**config.mk**
```make
export PLATFORM = sky130hd
export DESIGN_NAME = three_level_priority_queue_top
export DESIGN_NICKNAME = d
export VERILOG_FILES = /design/src/sv/tpq_pkg.sv /design/src/sv/three_level_priority_queue_top.sv /design/src/sv/tpq_ram.sv
export SDC_FILE = /design/constraint.sdc
export NUM_CORES = 2
export LEC_CHECK = 0
export ABC_AREA = 1
export ABC_CLOCK_PERIOD_IN_PS = 6700
export BUFFER_PORTS_ARGS = -buffer_cell sky130_fd_sc_hd__buf_2
export CAP_MARGIN = 20
export CORE_AREA = 5 5 433 435
export CTS_BUF_LIST = sky130_fd_sc_hd__clkbuf_16
export DETAILED_ROUTE_END_ITERATION = 8
export DIE_AREA = 0 0 438 440
export GPL_TIMING_DRIVEN = 1
export SETUP_SLACK_MARGIN = 0.02
export SYNTH_ARGS = -nofsm -noshare
export SYNTH_HDL_FRONTEND = slang
export SYNTH_SLANG_ARGS = --single-unit
```
**constraint.sdc**
```tcl
create_clock -name clock -period 6.7 [get_ports clock]
set_input_delay 0.335 -clock clock [delete_from_list [all_inputs] [get_ports clock]]
set_output_delay 0.335 -clock clock [all_outputs]
set_load 0.05 [all_outputs]
```
**src/sv/tpq_pkg.sv**
```systemverilog
// Shared types and codes of the three-level priority queue.
`default_nettype none

package tpq_pkg;

   // Number of priority levels sharing the entry store.
   localparam int unsigned NUM_LEVELS = 3;

   // Field widths of the stream ports.
   localparam int unsigned DATA_IN_W   = 32;
   localparam int unsigned LEVEL_W     = 2;
   localparam int unsigned STATUS_W    = 2;
   localparam int unsigned TOTAL_W     = 6;
   localparam int unsigned REQ_TDATA_W = 40;
   localparam int unsigned RSP_TDATA_W = 72;

   // Operation codes carried in the request tuser.
   localparam logic CMD_PUSH = 1'b0;
   localparam logic CMD_POP  = 1'b1;

   // Level codes.
   localparam logic [LEVEL_W-1:0] LVL_LOW     = 2'd0;
   localparam logic [LEVEL_W-1:0] LVL_NORMAL  = 2'd1;
   localparam logic [LEVEL_W-1:0] LVL_HIGH    = 2'd2;
   localparam logic [LEVEL_W-1:0] LVL_INVALID = 2'd3;

   // Status codes carried in the response tuser.
   localparam logic [STATUS_W-1:0] STATUS_OK        = 2'd0;
   localparam logic [STATUS_W-1:0] STATUS_BAD_LEVEL = 2'd1;
   localparam logic [STATUS_W-1:0] STATUS_EMPTY     = 2'd2;
   localparam logic [STATUS_W-1:0] STATUS_FULL      = 2'd3;

   // Sequencer states.
   typedef enum logic [1:0] {
      S_IDLE,
      S_POP_RD,
      S_HEAD_RD,
      S_RESULT
   } state_type;

endpackage

`default_nettype wire

```
**src/sv/three_level_priority_queue_top.sv**
```systemverilog
// Three-level strict priority queue: three FIFOs (low, normal, high) in one shared memory.
// Every request transaction (push or pop) produces exactly one response transaction that
// carries a status, the popped value, the front value with its valid flag and the total
// element count, all as they stand after the operation. The accepting edge commits the
// pointer and count update, together with the memory write of a push or the read of the
// popped entry. The following cycle reads the front entry of the highest non-empty level
// from the single-read-port entry memory. The result state then loads the response register
// once the previous response has been taken or is being taken. The next request is taken in
// the cycle after the response register has been loaded, so the block takes no new request
// until the last response is loaded. A response waiting to be taken stalls at most
// one transaction. The entry memory needs no clearing pass;
// entries are only read once written.
`default_nettype none

module three_level_priority_queue_top #(
   parameter int unsigned LEVEL_DEPTH = 16,
   parameter int unsigned DATA_WIDTH  = 32
) (
   input  wire logic                             clock,
   input  wire logic                             reset,
   // Request channel.
   input  wire logic                             req_tvalid,
   output logic                                  req_tready,
   // tdata, from bit 0: data_value[31:0], priority_req[33:32], zero padding[39:34].
   input  wire logic [tpq_pkg::REQ_TDATA_W-1:0]  req_tdata,
   // tuser: cmd (0 push, 1 pop).
   input  wire logic                             req_tuser,
   // Response channel.
   output logic                                  rsp_tvalid,
   input  wire logic                             rsp_tready,
   // tdata, from bit 0: popped_value[31:0], head_value[63:32], head_valid[64],
   // total_count[70:65], zero padding[71].
   output logic      [tpq_pkg::RSP_TDATA_W-1:0]  rsp_tdata,
   // tuser: status[1:0].
   output logic      [tpq_pkg::STATUS_W-1:0]     rsp_tuser
);

   localparam int unsigned IDX_W  = $clog2(LEVEL_DEPTH);
   localparam int unsigned CNT_W  = $clog2(LEVEL_DEPTH + 1);
   localparam int unsigned MEM_DEPTH = tpq_pkg::NUM_LEVELS * LEVEL_DEPTH;
   localparam int unsigned ADDR_W = $clog2(MEM_DEPTH);
   localparam int unsigned SUM_W  = $clog2(MEM_DEPTH + 1);
   localparam logic [ADDR_W-1:0] BASE_NORMAL = ADDR_W'(LEVEL_DEPTH);
   localparam logic [ADDR_W-1:0] BASE_HIGH   = ADDR_W'(2 * LEVEL_DEPTH);

   // Control state.
   tpq_pkg::state_type state_ff, state_in;
   logic [CNT_W-1:0] count_ff [tpq_pkg::NUM_LEVELS];
   logic [IDX_W-1:0] head_ff  [tpq_pkg::NUM_LEVELS];
   logic             rsp_valid_ff, rsp_valid_in;

   // Per-transaction payload registers.
   logic [tpq_pkg::STATUS_W-1:0]  status_ff;
   logic [tpq_pkg::DATA_IN_W-1:0] popped_ff;
   logic [tpq_pkg::STATUS_W-1:0]  rsp_status_ff;
   logic [tpq_pkg::DATA_IN_W-1:0] rsp_popped_ff;
   logic [tpq_pkg::DATA_IN_W-1:0] rsp_head_ff;
   logic                          rsp_head_valid_ff;
   logic [tpq_pkg::TOTAL_W-1:0]   rsp_total_ff;

   // Request fields.
   logic [tpq_pkg::DATA_IN_W-1:0] req_data_value;
   logic [tpq_pkg::LEVEL_W-1:0]   req_priority;
   logic                          req_cmd;

   // Datapath and handshake signals.
   logic                          accept;
   logic                          any_nonempty;
   logic [tpq_pkg::LEVEL_W-1:0]   top_lvl;
   logic [tpq_pkg::LEVEL_W-1:0]   sel_lvl;
   logic [CNT_W-1:0]              sel_cnt;
   logic [IDX_W-1:0]              sel_head;
   logic [ADDR_W-1:0]             sel_base;
   logic                          push_bad;
   logic                          push_full;
   logic                          push_ok;
   logic                          pop_ok;
   logic [tpq_pkg::STATUS_W-1:0]  item_status;
   logic [CNT_W:0]                tail_sum;
   logic [CNT_W:0]                tail_wrap;
   logic [IDX_W-1:0]              tail_idx;
   logic [IDX_W:0]                head_sum;
   logic [IDX_W-1:0]              head_next;
   logic [SUM_W-1:0]              total_sum;
   logic [63:0]                   wr_wide;
   logic [63:0]                   rd_wide;
   logic [tpq_pkg::DATA_IN_W-1:0] rd_low;
   logic                          head_rd_state;
   logic                          capture_pop;
   logic                          load_rsp;
   logic                          ram_wr_en;
   logic                          ram_rd_en;
   logic [ADDR_W-1:0]             ram_wr_addr;
   logic [ADDR_W-1:0]             ram_rd_addr;
   logic [DATA_WIDTH-1:0]         ram_wr_data;
   logic [DATA_WIDTH-1:0]         ram_rd_data;

   // Unpack the request transaction.
   assign req_data_value = req_tdata[tpq_pkg::DATA_IN_W-1:0];
   assign req_priority   = req_tdata[tpq_pkg::DATA_IN_W +: tpq_pkg::LEVEL_W];
   assign req_cmd        = req_tuser;
   assign accept         = req_tvalid & req_tready;

   // Highest non-empty level, from the counts held in flip-flops.
   always_comb begin
      any_nonempty = 1'b1;
      if (count_ff[2] != '0) begin
         top_lvl = tpq_pkg::LVL_HIGH;
      end else if (count_ff[1] != '0) begin
         top_lvl = tpq_pkg::LVL_NORMAL;
      end else begin
         top_lvl      = tpq_pkg::LVL_LOW;
         any_nonempty = (count_ff[0] != '0);
      end
   end

   // One level is looked at per cycle: the named level of a push, otherwise the top level.
   always_comb begin
      if (state_ff == tpq_pkg::S_IDLE && req_cmd == tpq_pkg::CMD_PUSH) begin
         sel_lvl = req_priority;
      end else begin
         sel_lvl = top_lvl;
      end
   end

   always_comb begin
      case (sel_lvl)
         tpq_pkg::LVL_LOW: begin
            sel_cnt  = count_ff[0];
            sel_head = head_ff[0];
            sel_base = '0;
         end
         tpq_pkg::LVL_NORMAL: begin
            sel_cnt  = count_ff[1];
            sel_head = head_ff[1];
            sel_base = BASE_NORMAL;
         end
         tpq_pkg::LVL_HIGH: begin
            sel_cnt  = count_ff[2];
            sel_head = head_ff[2];
            sel_base = BASE_HIGH;
         end
         default: begin
            sel_cnt  = '0;
            sel_head = '0;
            sel_base = '0;
         end
      endcase
   end

   // Tail slot of a push and the advanced head of a pop, both wrapped at the level depth.
   always_comb begin
      tail_sum = (CNT_W + 1)'(sel_head) + (CNT_W + 1)'(sel_cnt);
      if (tail_sum >= (CNT_W + 1)'(LEVEL_DEPTH)) begin
         tail_wrap = tail_sum - (CNT_W + 1)'(LEVEL_DEPTH);
      end else begin
         tail_wrap = tail_sum;
      end
      tail_idx = tail_wrap[IDX_W-1:0];
      head_sum = (IDX_W + 1)'(sel_head) + (IDX_W + 1)'(1);
      if (head_sum == (IDX_W + 1)'(LEVEL_DEPTH)) begin
         head_next = '0;
      end else begin
         head_next = head_sum[IDX_W-1:0];
      end
   end

   // Decide the outcome of an accepted transaction.
   always_comb begin
      push_bad  = (req_priority == tpq_pkg::LVL_INVALID);
      push_full = (sel_cnt == CNT_W'(LEVEL_DEPTH));
      push_ok   = accept & (req_cmd == tpq_pkg::CMD_PUSH) & ~push_bad & ~push_full;
      pop_ok    = accept & (req_cmd == tpq_pkg::CMD_POP) & any_nonempty;
      if (req_cmd == tpq_pkg::CMD_POP) begin
         item_status = any_nonempty ? tpq_pkg::STATUS_OK : tpq_pkg::STATUS_EMPTY;
      end else if (push_bad) begin
         item_status = tpq_pkg::STATUS_BAD_LEVEL;
      end else if (push_full) begin
         item_status = tpq_pkg::STATUS_FULL;
      end else begin
         item_status = tpq_pkg::STATUS_OK;
      end
   end

   // Width conversion between the 32-bit fields and the stored width.
   assign wr_wide     = 64'(req_data_value);
   assign ram_wr_data = wr_wide[DATA_WIDTH-1:0];
   assign rd_wide     = 64'(ram_rd_data);
   assign rd_low      = rd_wide[tpq_pkg::DATA_IN_W-1:0];

   // Total element count after the operation.
   assign total_sum = SUM_W'(count_ff[0]) + SUM_W'(count_ff[1]) + SUM_W'(count_ff[2]);

   // Next state.
   always_comb begin
      case (state_ff)
         tpq_pkg::S_IDLE: begin
            if (pop_ok) begin
               state_in = tpq_pkg::S_POP_RD;
            end else if (accept) begin
               state_in = tpq_pkg::S_HEAD_RD;
            end else begin
               state_in = tpq_pkg::S_IDLE;
            end
         end
         tpq_pkg::S_POP_RD:  state_in = tpq_pkg::S_RESULT;
         tpq_pkg::S_HEAD_RD: state_in = tpq_pkg::S_RESULT;
         tpq_pkg::S_RESULT: begin
            state_in = load_rsp ? tpq_pkg::S_IDLE : tpq_pkg::S_RESULT;
         end
         default: state_in = tpq_pkg::S_IDLE;
      endcase
   end

   // Sequencer outputs.
   always_comb begin
      req_tready    = 1'b0;
      head_rd_state = 1'b0;
      capture_pop   = 1'b0;
      load_rsp      = 1'b0;
      case (state_ff)
         tpq_pkg::S_IDLE: begin
            req_tready = 1'b1;
         end
         tpq_pkg::S_POP_RD: begin
            head_rd_state = 1'b1;
            capture_pop   = 1'b1;
         end
         tpq_pkg::S_HEAD_RD: begin
            head_rd_state = 1'b1;
         end
         tpq_pkg::S_RESULT: begin
            load_rsp = ~rsp_valid_ff | rsp_tready;
         end
         default: begin
            req_tready = 1'b0;
         end
      endcase
   end

   // Memory access: push writes its tail slot; a pop and each front lookup read a head slot.
   assign ram_wr_en   = push_ok;
   assign ram_wr_addr = sel_base + ADDR_W'(tail_idx);
   assign ram_rd_en   = pop_ok | (head_rd_state & any_nonempty);
   assign ram_rd_addr = sel_base + ADDR_W'(sel_head);

   tpq_ram #(
      .WIDTH (DATA_WIDTH),
      .DEPTH (MEM_DEPTH)
   ) u_tpq_ram (
      .clock   (clock),
      .wr_en   (ram_wr_en),
      .wr_addr (ram_wr_addr),
      .wr_data (ram_wr_data),
      .rd_en   (ram_rd_en),
      .rd_addr (ram_rd_addr),
      .rd_data (ram_rd_data)
   );

   // The response register stays full until the consumer takes it.
   assign rsp_valid_in = load_rsp | (rsp_valid_ff & ~rsp_tready);

   // Control state: sequencer, level counts, head pointers and response valid.
   always_ff @(posedge clock) begin
      if (reset) begin
         state_ff     <= tpq_pkg::S_IDLE;
         rsp_valid_ff <= 1'b0;
         for (int i = 0; i < tpq_pkg::NUM_LEVELS; i++) begin
            count_ff[i] <= '0;
            head_ff[i]  <= '0;
         end
      end else begin
         state_ff     <= state_in;
         rsp_valid_ff <= rsp_valid_in;
         for (int i = 0; i < tpq_pkg::NUM_LEVELS; i++) begin
            if (sel_lvl == tpq_pkg::LEVEL_W'(i)) begin
               if (push_ok) begin
                  count_ff[i] <= count_ff[i] + CNT_W'(1);
               end else if (pop_ok) begin
                  count_ff[i] <= count_ff[i] - CNT_W'(1);
                  head_ff[i]  <= head_next;
               end
            end
         end
      end
   end

   // Per-transaction payload: status at acceptance, popped value at the end of the pop-read state.
   always_ff @(posedge clock) begin
      if (accept) begin
         status_ff <= item_status;
         popped_ff <= '0;
      end else if (capture_pop) begin
         popped_ff <= rd_low;
      end
   end

   // Response register.
   always_ff @(posedge clock) begin
      if (load_rsp) begin
         rsp_status_ff     <= status_ff;
         rsp_popped_ff     <= popped_ff;
         rsp_head_ff       <= any_nonempty ? rd_low : '0;
         rsp_head_valid_ff <= any_nonempty;
         rsp_total_ff      <= tpq_pkg::TOTAL_W'(total_sum);
      end
   end

   assign rsp_tvalid = rsp_valid_ff;
   assign rsp_tuser  = rsp_status_ff;
   assign rsp_tdata  = {1'b0, rsp_total_ff, rsp_head_valid_ff, rsp_head_ff, rsp_popped_ff};

endmodule

`default_nettype wire

```
**src/sv/tpq_ram.sv**
```systemverilog
// Generic simple dual-port RAM with one write port and a registered read port.
`default_nettype none

module tpq_ram #(
   parameter int unsigned WIDTH = 32,
   parameter int unsigned DEPTH = 48
) (
   input  wire logic                     clock,
   input  wire logic                     wr_en,
   input  wire logic [$clog2(DEPTH)-1:0] wr_addr,
   input  wire logic [WIDTH-1:0]         wr_data,
   input  wire logic                     rd_en,
   input  wire logic [$clog2(DEPTH)-1:0] rd_addr,
   output logic      [WIDTH-1:0]         rd_data
);

   logic [WIDTH-1:0] mem_ff [DEPTH];
   logic [WIDTH-1:0] rd_data_ff;

   // Write port.
   always_ff @(posedge clock) begin
      if (wr_en) begin
         mem_ff[wr_addr] <= wr_data;
      end
   end

   // Registered read port; the data holds while no read is issued.
   always_ff @(posedge clock) begin
      if (rd_en) begin
         rd_data_ff <= mem_ff[rd_addr];
      end
   end

   assign rd_data = rd_data_ff;

endmodule

`default_nettype wire

```
; ---- Yosys cells after proc, flatten, opt, wreduce, memory -nomap -nowiden
; Memories as Yosys holds them, arrays and structs flattened. A register that Yosys moved wholly into a read port is not among the register bits.
; Cells that the tools add are included.
[op_classes]
eq_ne = 8
add_sub_neg = 13
muxes = 55
n_reduce_logical = 7
n_lt_le_gt_ge = 1
n_mul = 0
div_mod_pow = 0
n_shift = 0
bitwise_logic = 25
[op_table]
columns = cell, count
row1 = two-way mux 1 bit, 31
row2 = two-way mux 5 bit, 6
row3 = two-way mux 4 bit, 5
row4 = two-way mux 2 bit, 9
row5 = adder 5 x 1 -> 5 bit (second input constant), 3
row6 = one-hot mux 5 bit (3 select lines), 1
row7 = nonzero test 5 bit, 3
row8 = subtractor 5 x 1 -> 5 bit (second input constant), 3
row9 = adder 6 x 4 -> 6 bit, 2
row10 = OR 1 bit, 12
row11 = one-hot mux 4 bit (3 select lines), 1
row12 = one-hot mux 6 bit (2 select lines), 1
row13 = == test 5 bit (second input constant), 2
row14 = AND 1 bit, 8
row15 = == test 2 bit (second input constant), 4
row16 = adder 4 x 5 -> 6 bit, 1
row17 = adder 5 x 5 -> 6 bit, 1
row18 = adder 6 x 5 -> 6 bit, 1
row19 = greater-or-equal comparator 6 x 5 -> 1 bit (second input constant), 1
row20 = one-hot mux 2 bit (3 select lines), 1
row21 = adder 4 x 1 -> 5 bit (second input constant), 1
row22 = inverter 1 bit, 5
row23 = == test 2 x 1 -> 1 bit (second input constant), 2
row24 = logical NOT 2 bit, 2
row25 = 3 further kinds, 3
[word_totals]
latch_bits = 0
regBits = 110
out_inout_bits = 76
mem_bits_ro = 0
ramBits = 1563
n_memories = 3
input_bits = 45
[memory_table]
columns = name, words, width, read_ports, rd_clocked_by_memory_dff, wr, line_no
row1 = u_tpq_ram.mem_ff, 48, 32, 1, 1, 1, tpq_ram.sv:17  ; logic [WIDTH-1:0] mem_ff [DEPTH];
row2 = count_ff, 3, 5, 3, 0, 3, three_level_priority_queue_top.sv:48  ; logic [CNT_W-1:0] count_ff [tpq_pkg::NUM_LEVELS];
row3 = head_ff, 3, 4, 3, 0, 3, three_level_priority_queue_top.sv:49  ; logic [IDX_W-1:0] head_ff [tpq_pkg::NUM_LEVELS];

; ---- Logic depth before layout (Yosys ltp)
; An unclocked memory read counts as a cell.
[logic_depth]
ltp_word = 16
ltp_mapped = 23

; ---- Cells and area by module
; From an unflattened synthesis, not the netlist that was laid out.
[unflattened]
cells_unflattened = 5606
area_unflattened_um2 = 68653.3
[by_module_without_submodules]
columns = mod, area_per_inst_um2, cells_each, n_inst, seq_area_each_um2
row1 = tpq_ram, 62432.4, 5064, 1, 47085.2
row2 = three_level_priority_queue_top, 6221.0, 542, 1, 3763.6

; ---- Worst setup path before layout
; No wires, ideal clock.
[synth_path]
path_type = register to register
from = reg state_ff[0]
to = mem u_tpq_ram.mem_ff[11][0], enable pin
t_required_ns = 6.279
setup_ns = 0.421
n_path_buf = 2
setup_slack_ns = 1.363
period_less_slack_ns = 5.337
arrival_ns = 4.916
stages_incl_launch_ff = 20
cell_sequence = dfxtp_1 -> inv_1 -> ha_1 -> nand2_1 -> o21ai_0 -> inv_1 -> ha_1 -> inv_2 -> buf_2 -> buf_1 -> nand2_1 -> inv_1 -> ha_1 -> inv_1 -> fa_1 -> xor2_1 -> inv_1 -> nor2_1 -> nand2_1 -> nor2_1
[synth_rtl]
columns = item, line_no
row1 = from (decl), three_level_priority_queue_top.sv:47  ; tpq_pkg::state_type state_ff, state_in;
row2 = from (signal assigned), three_level_priority_queue_top.sv:266  ; state_ff <= tpq_pkg::S_IDLE;
row3 = from (signal assigned), three_level_priority_queue_top.sv:273  ; state_ff <= state_in;
row4 = logical NOT 2 bit, three_level_priority_queue_top.sv:221  ; case (state_ff)
row5 = two-way mux 1 bit, three_level_priority_queue_top.sv:221
row6 = net req_tready, three_level_priority_queue_top.sv:23  ; output logic req_tready,
row7 = AND 1 bit, three_level_priority_queue_top.sv:102  ; assign accept = req_tvalid & req_tready;
row8 = AND 1 bit (3 in series), three_level_priority_queue_top.sv:172  ; push_ok = accept & (req_cmd == tpq_pkg::CMD_PUSH) & ~push_bad & ~push_full;
row9 = two-way mux 1 bit, tpq_ram.sv:22  ; if (wr_en) begin
row10 = two-way mux 1 bit (not written as such), tpq_ram.sv:23  ; mem_ff[wr_addr] <= wr_data;
row11 = to (decl), tpq_ram.sv:17
; The timed path passes the listed nets, and every way through them passes these cells.

==> impl_metrics.env <==
export IMPL_netlist_top_cells_count="1,670 x edfxtp_1, 1,306 x nand3_1, 974 x inv_1"
export IMPL_root_buffer="clkbuf_16"
export IMPL_post_route_util=0.448
export IMPL_vias=46700
export IMPL_dp_cells=8527
export IMPL_cts_path_max_buffers=3
export IMPL_setup_tns_ps=0
export IMPL_grt_pass1_wl_mm=294
export IMPL_clkPwrFrac=0.366
export IMPL_ys_seq_elements=1705
export IMPL_switchingPower_w=0.00741
export IMPL_stdcell_count=8859
export IMPL_start_kind="register"
export IMPL_skew_ps=43.5
export IMPL_period_share=0.884
export IMPL_internal_power_w=0.0185
export IMPL_post_cts_resized=0
export IMPL_syn_inst=6309
export IMPL_wl_per_cell_um=22.4
export IMPL_syn_mean_instance_area_um2=11.5
export IMPL_fmax_mhz=169
export IMPL_pre_cts_ws_ps=806
export IMPL_ir_drop_v=0.000294
export IMPL_route_detailed_drc=0
export IMPL_yosys_warnings=0
export IMPL_gr_total_overflow=0
export IMPL_ctsHoldBuffers=5
export IMPL_finalMaxSlewViolations=0
export IMPL_relSlewSlack=0.262
export IMPL_fillCellCount=16500
export IMPL_numCtsBuffers=176
export IMPL_cts_sinks=1705
export IMPL_finalNetCount=6408
export IMPL_drv_cap=0
export IMPL_synth_top_cell_area_share=0.690
export IMPL_p_sw_frac=0.286
export IMPL_die_x_um=438
export IMPL_cp_end_kind="register"
export IMPL_outcome="finished, final reports clean"
export IMPL_vias_per_cell=5.27
export IMPL_core_um2=183000
export IMPL_grt_setup_unrepaired="false"
export IMPL_postCtsSetupRepairBufs=0
export IMPL_period_minus_slack_ps=5920
export IMPL_arrival_ps=6390
export IMPL_drtAntennaViolNets=0
export IMPL_power_leakage_nw=31.5
export IMPL_power_density_nw_per_um2=317
export IMPL_yosysMostFrequentCell="edfxtp_1"
export IMPL_grt_max_degree=192
export IMPL_hold_violations=0
export IMPL_synth_nets=6388
export IMPL_initial_utilization=0.398
export IMPL_hpwl_mm=104
export IMPL_numPortBuffers=113
export IMPL_synth_area_leaders="edfxtp_1 69%, nand3_1 9.0%, inv_1 5.0%, nand2_1 4.9%, nand3b_1 2.3%"
export IMPL_antenna_found_initial=12
export IMPL_track_usage=0.202
export IMPL_crit_fanout=64
export IMPL_ys_types=39
export IMPL_ys_dominant_reg_cell="edfxtp_1"
export IMPL_worstMarginPinSlew_ps=1110
export IMPL_grt_pass1_vias=45100
export IMPL_firstDrtPassIters=6
export IMPL_power_frac_seq=0.467
export IMPL_ys_seq_area_frac=0.699
export IMPL_die_area_um2=193000
export IMPL_synth_area_leader_cell="edfxtp_1"
export IMPL_drt_wl_total_mm=198
export IMPL_syn_area_um2=72700
export IMPL_synth_edf_count=1670
export IMPL_clkLatencyLatePin_ps=800
export IMPL_drt_initial_drc_count=4930
export IMPL_cp_required_ps=7170
export IMPL_die_h_um=440
export IMPL_drive_gt1_frac=0.0848
export IMPL_cts_tree="yes"
export IMPL_setup_viol=0
export IMPL_async_flop_share=0
export IMPL_rows=157
export IMPL_clk_pin_slew_ps=60
export IMPL_setup_slack_ps=776
export IMPL_crit_type="reg -> reg"
export IMPL_hold_class="in -> reg"
export IMPL_pwr_share_comb=0.166
export IMPL_boundaryPins=121
export IMPL_hold_ws_ps=49.4
export IMPL_gp_congestion=0.787
export IMPL_areaGrowthSynthToFinish_pct=12.5
export IMPL_cts_max_level=4
export IMPL_rrSetupSlack_ps=780
power groups by stage:
stage | Combinational, W | Clock, W | Sequential (W)
2_1_floorplan | 0.00274 | 0 | 0.0123
3_3_place_gp | 0.00423 | 0 | 0.0124
3_5_place_dp | 0.00428 | 0 | 0.0124
4_1_cts | 0.00430 | 0.00967 | 0.0121
5_1_grt | 0.00470 | 0.0101 | 0.0121
6_report | 0.00431 | 0.00950 | 0.0121
through the flow:
step	power [W]	area [um^2]
after floorplan	0.0151	72700
after global placement	0.0166	76000
after detailed placement	0.0166	76100
after CTS	0.0261	81700
after global routing	0.0269	81800
final	0.0259	81800
logic make-up after synthesis:
family                   Yosys count  synth area share
AO/OA/AOI/OAI                    478            0.0376
XOR/XNOR                          19           0.00229
adder cells (fa/ha/maj)           34           0.00678
buffers and inverters           1373            0.0769
flip-flops                      1705             0.699
other                              1         0.0000516
AND/OR/NAND/NOR                 2699             0.177
metal layers:
metal	routed length (um)	global-route usage	vias to the layer above
li1	-	-	21700
met1	85000	0.277	23000
met2	94100	0.333	1640
met3	13500	0.0311	306
met4	5360	0.0607	8
met5	57	0	-
cell type report:
| class | count | area [um^2] | area share |
|---|---|---|---|
| antenna | 3 | 7.51 | 0.0000918 |
| clock buffer | 180 | 4500 | 0.0551 |
| clock inverter | 140 | 1070 | 0.0131 |
| inverter | 985 | 3730 | 0.0456 |
| multi-input combinational | 3231 | 16700 | 0.204 |
| sequential | 1705 | 50800 | 0.622 |
| tap | 2385 | 2980 | 0.0365 |
| timing repair buffer | 230 | 1940 | 0.0237 |
placed cells by master, fill, tap and decap left out, types with 64 or more instances in the layout:
master / synthesis / routed
edfxtp_1: 1670 / 1670
nand3_1: 1306 / 1306
buf_4: 25 / 75
buf_2: 199 / 113
o211ai_1: 129 / 129
nand2_1: 953 / 951
inv_1: 974 / 1010
clkbuf_16: 0 / 180
o21ai_0: 167 / 167
nand3b_1: 224 / 224
or2_1: 64 / 64
a21oi_1: 172 / 171
final timing paths:
path                  startpoint                  endpoint  depth (start not counted)
hold / removal      req_tdata[4]   u_tpq_ram.mem_ff[40][4]                          1
hold reg to reg     status_ff[0]              rsp_tuser[0]                          0
setup / recovery  count_ff[2][0]  u_tpq_ram.mem_ff[42][20]                         20
setup reg to reg  count_ff[2][0]  u_tpq_ram.mem_ff[42][20]                         20
state kept, by name (all words and copies together) (netlist names), 6 cells and up:
register,count
u_tpq_ram.mem_ff,1536
popped_ff,32
rsp_head_ff,32
rsp_popped_ff,32
u_tpq_ram.rd_data,32
count_ff,15
head_ff,12
rsp_total_ff,6
critical path, stage by stage (launching register included):
cell	delay, ps
edfxtp_1	450
inv_1	190
ha_1	180
nand2_1	50
nor2_1	210
nand2_1	100
o21ai_0	230
inv_1	140
ha_1	310
inv_8	400
nand2_8	350
inv_8	140
ha_1	180
inv_1	70
fa_1	420
xor2_1	260
inv_1	100
nor2_1	140
nand2_1	430
nor2_4	790
buf_4	370
No activity file was read; power rests on OpenSTA's default activity.
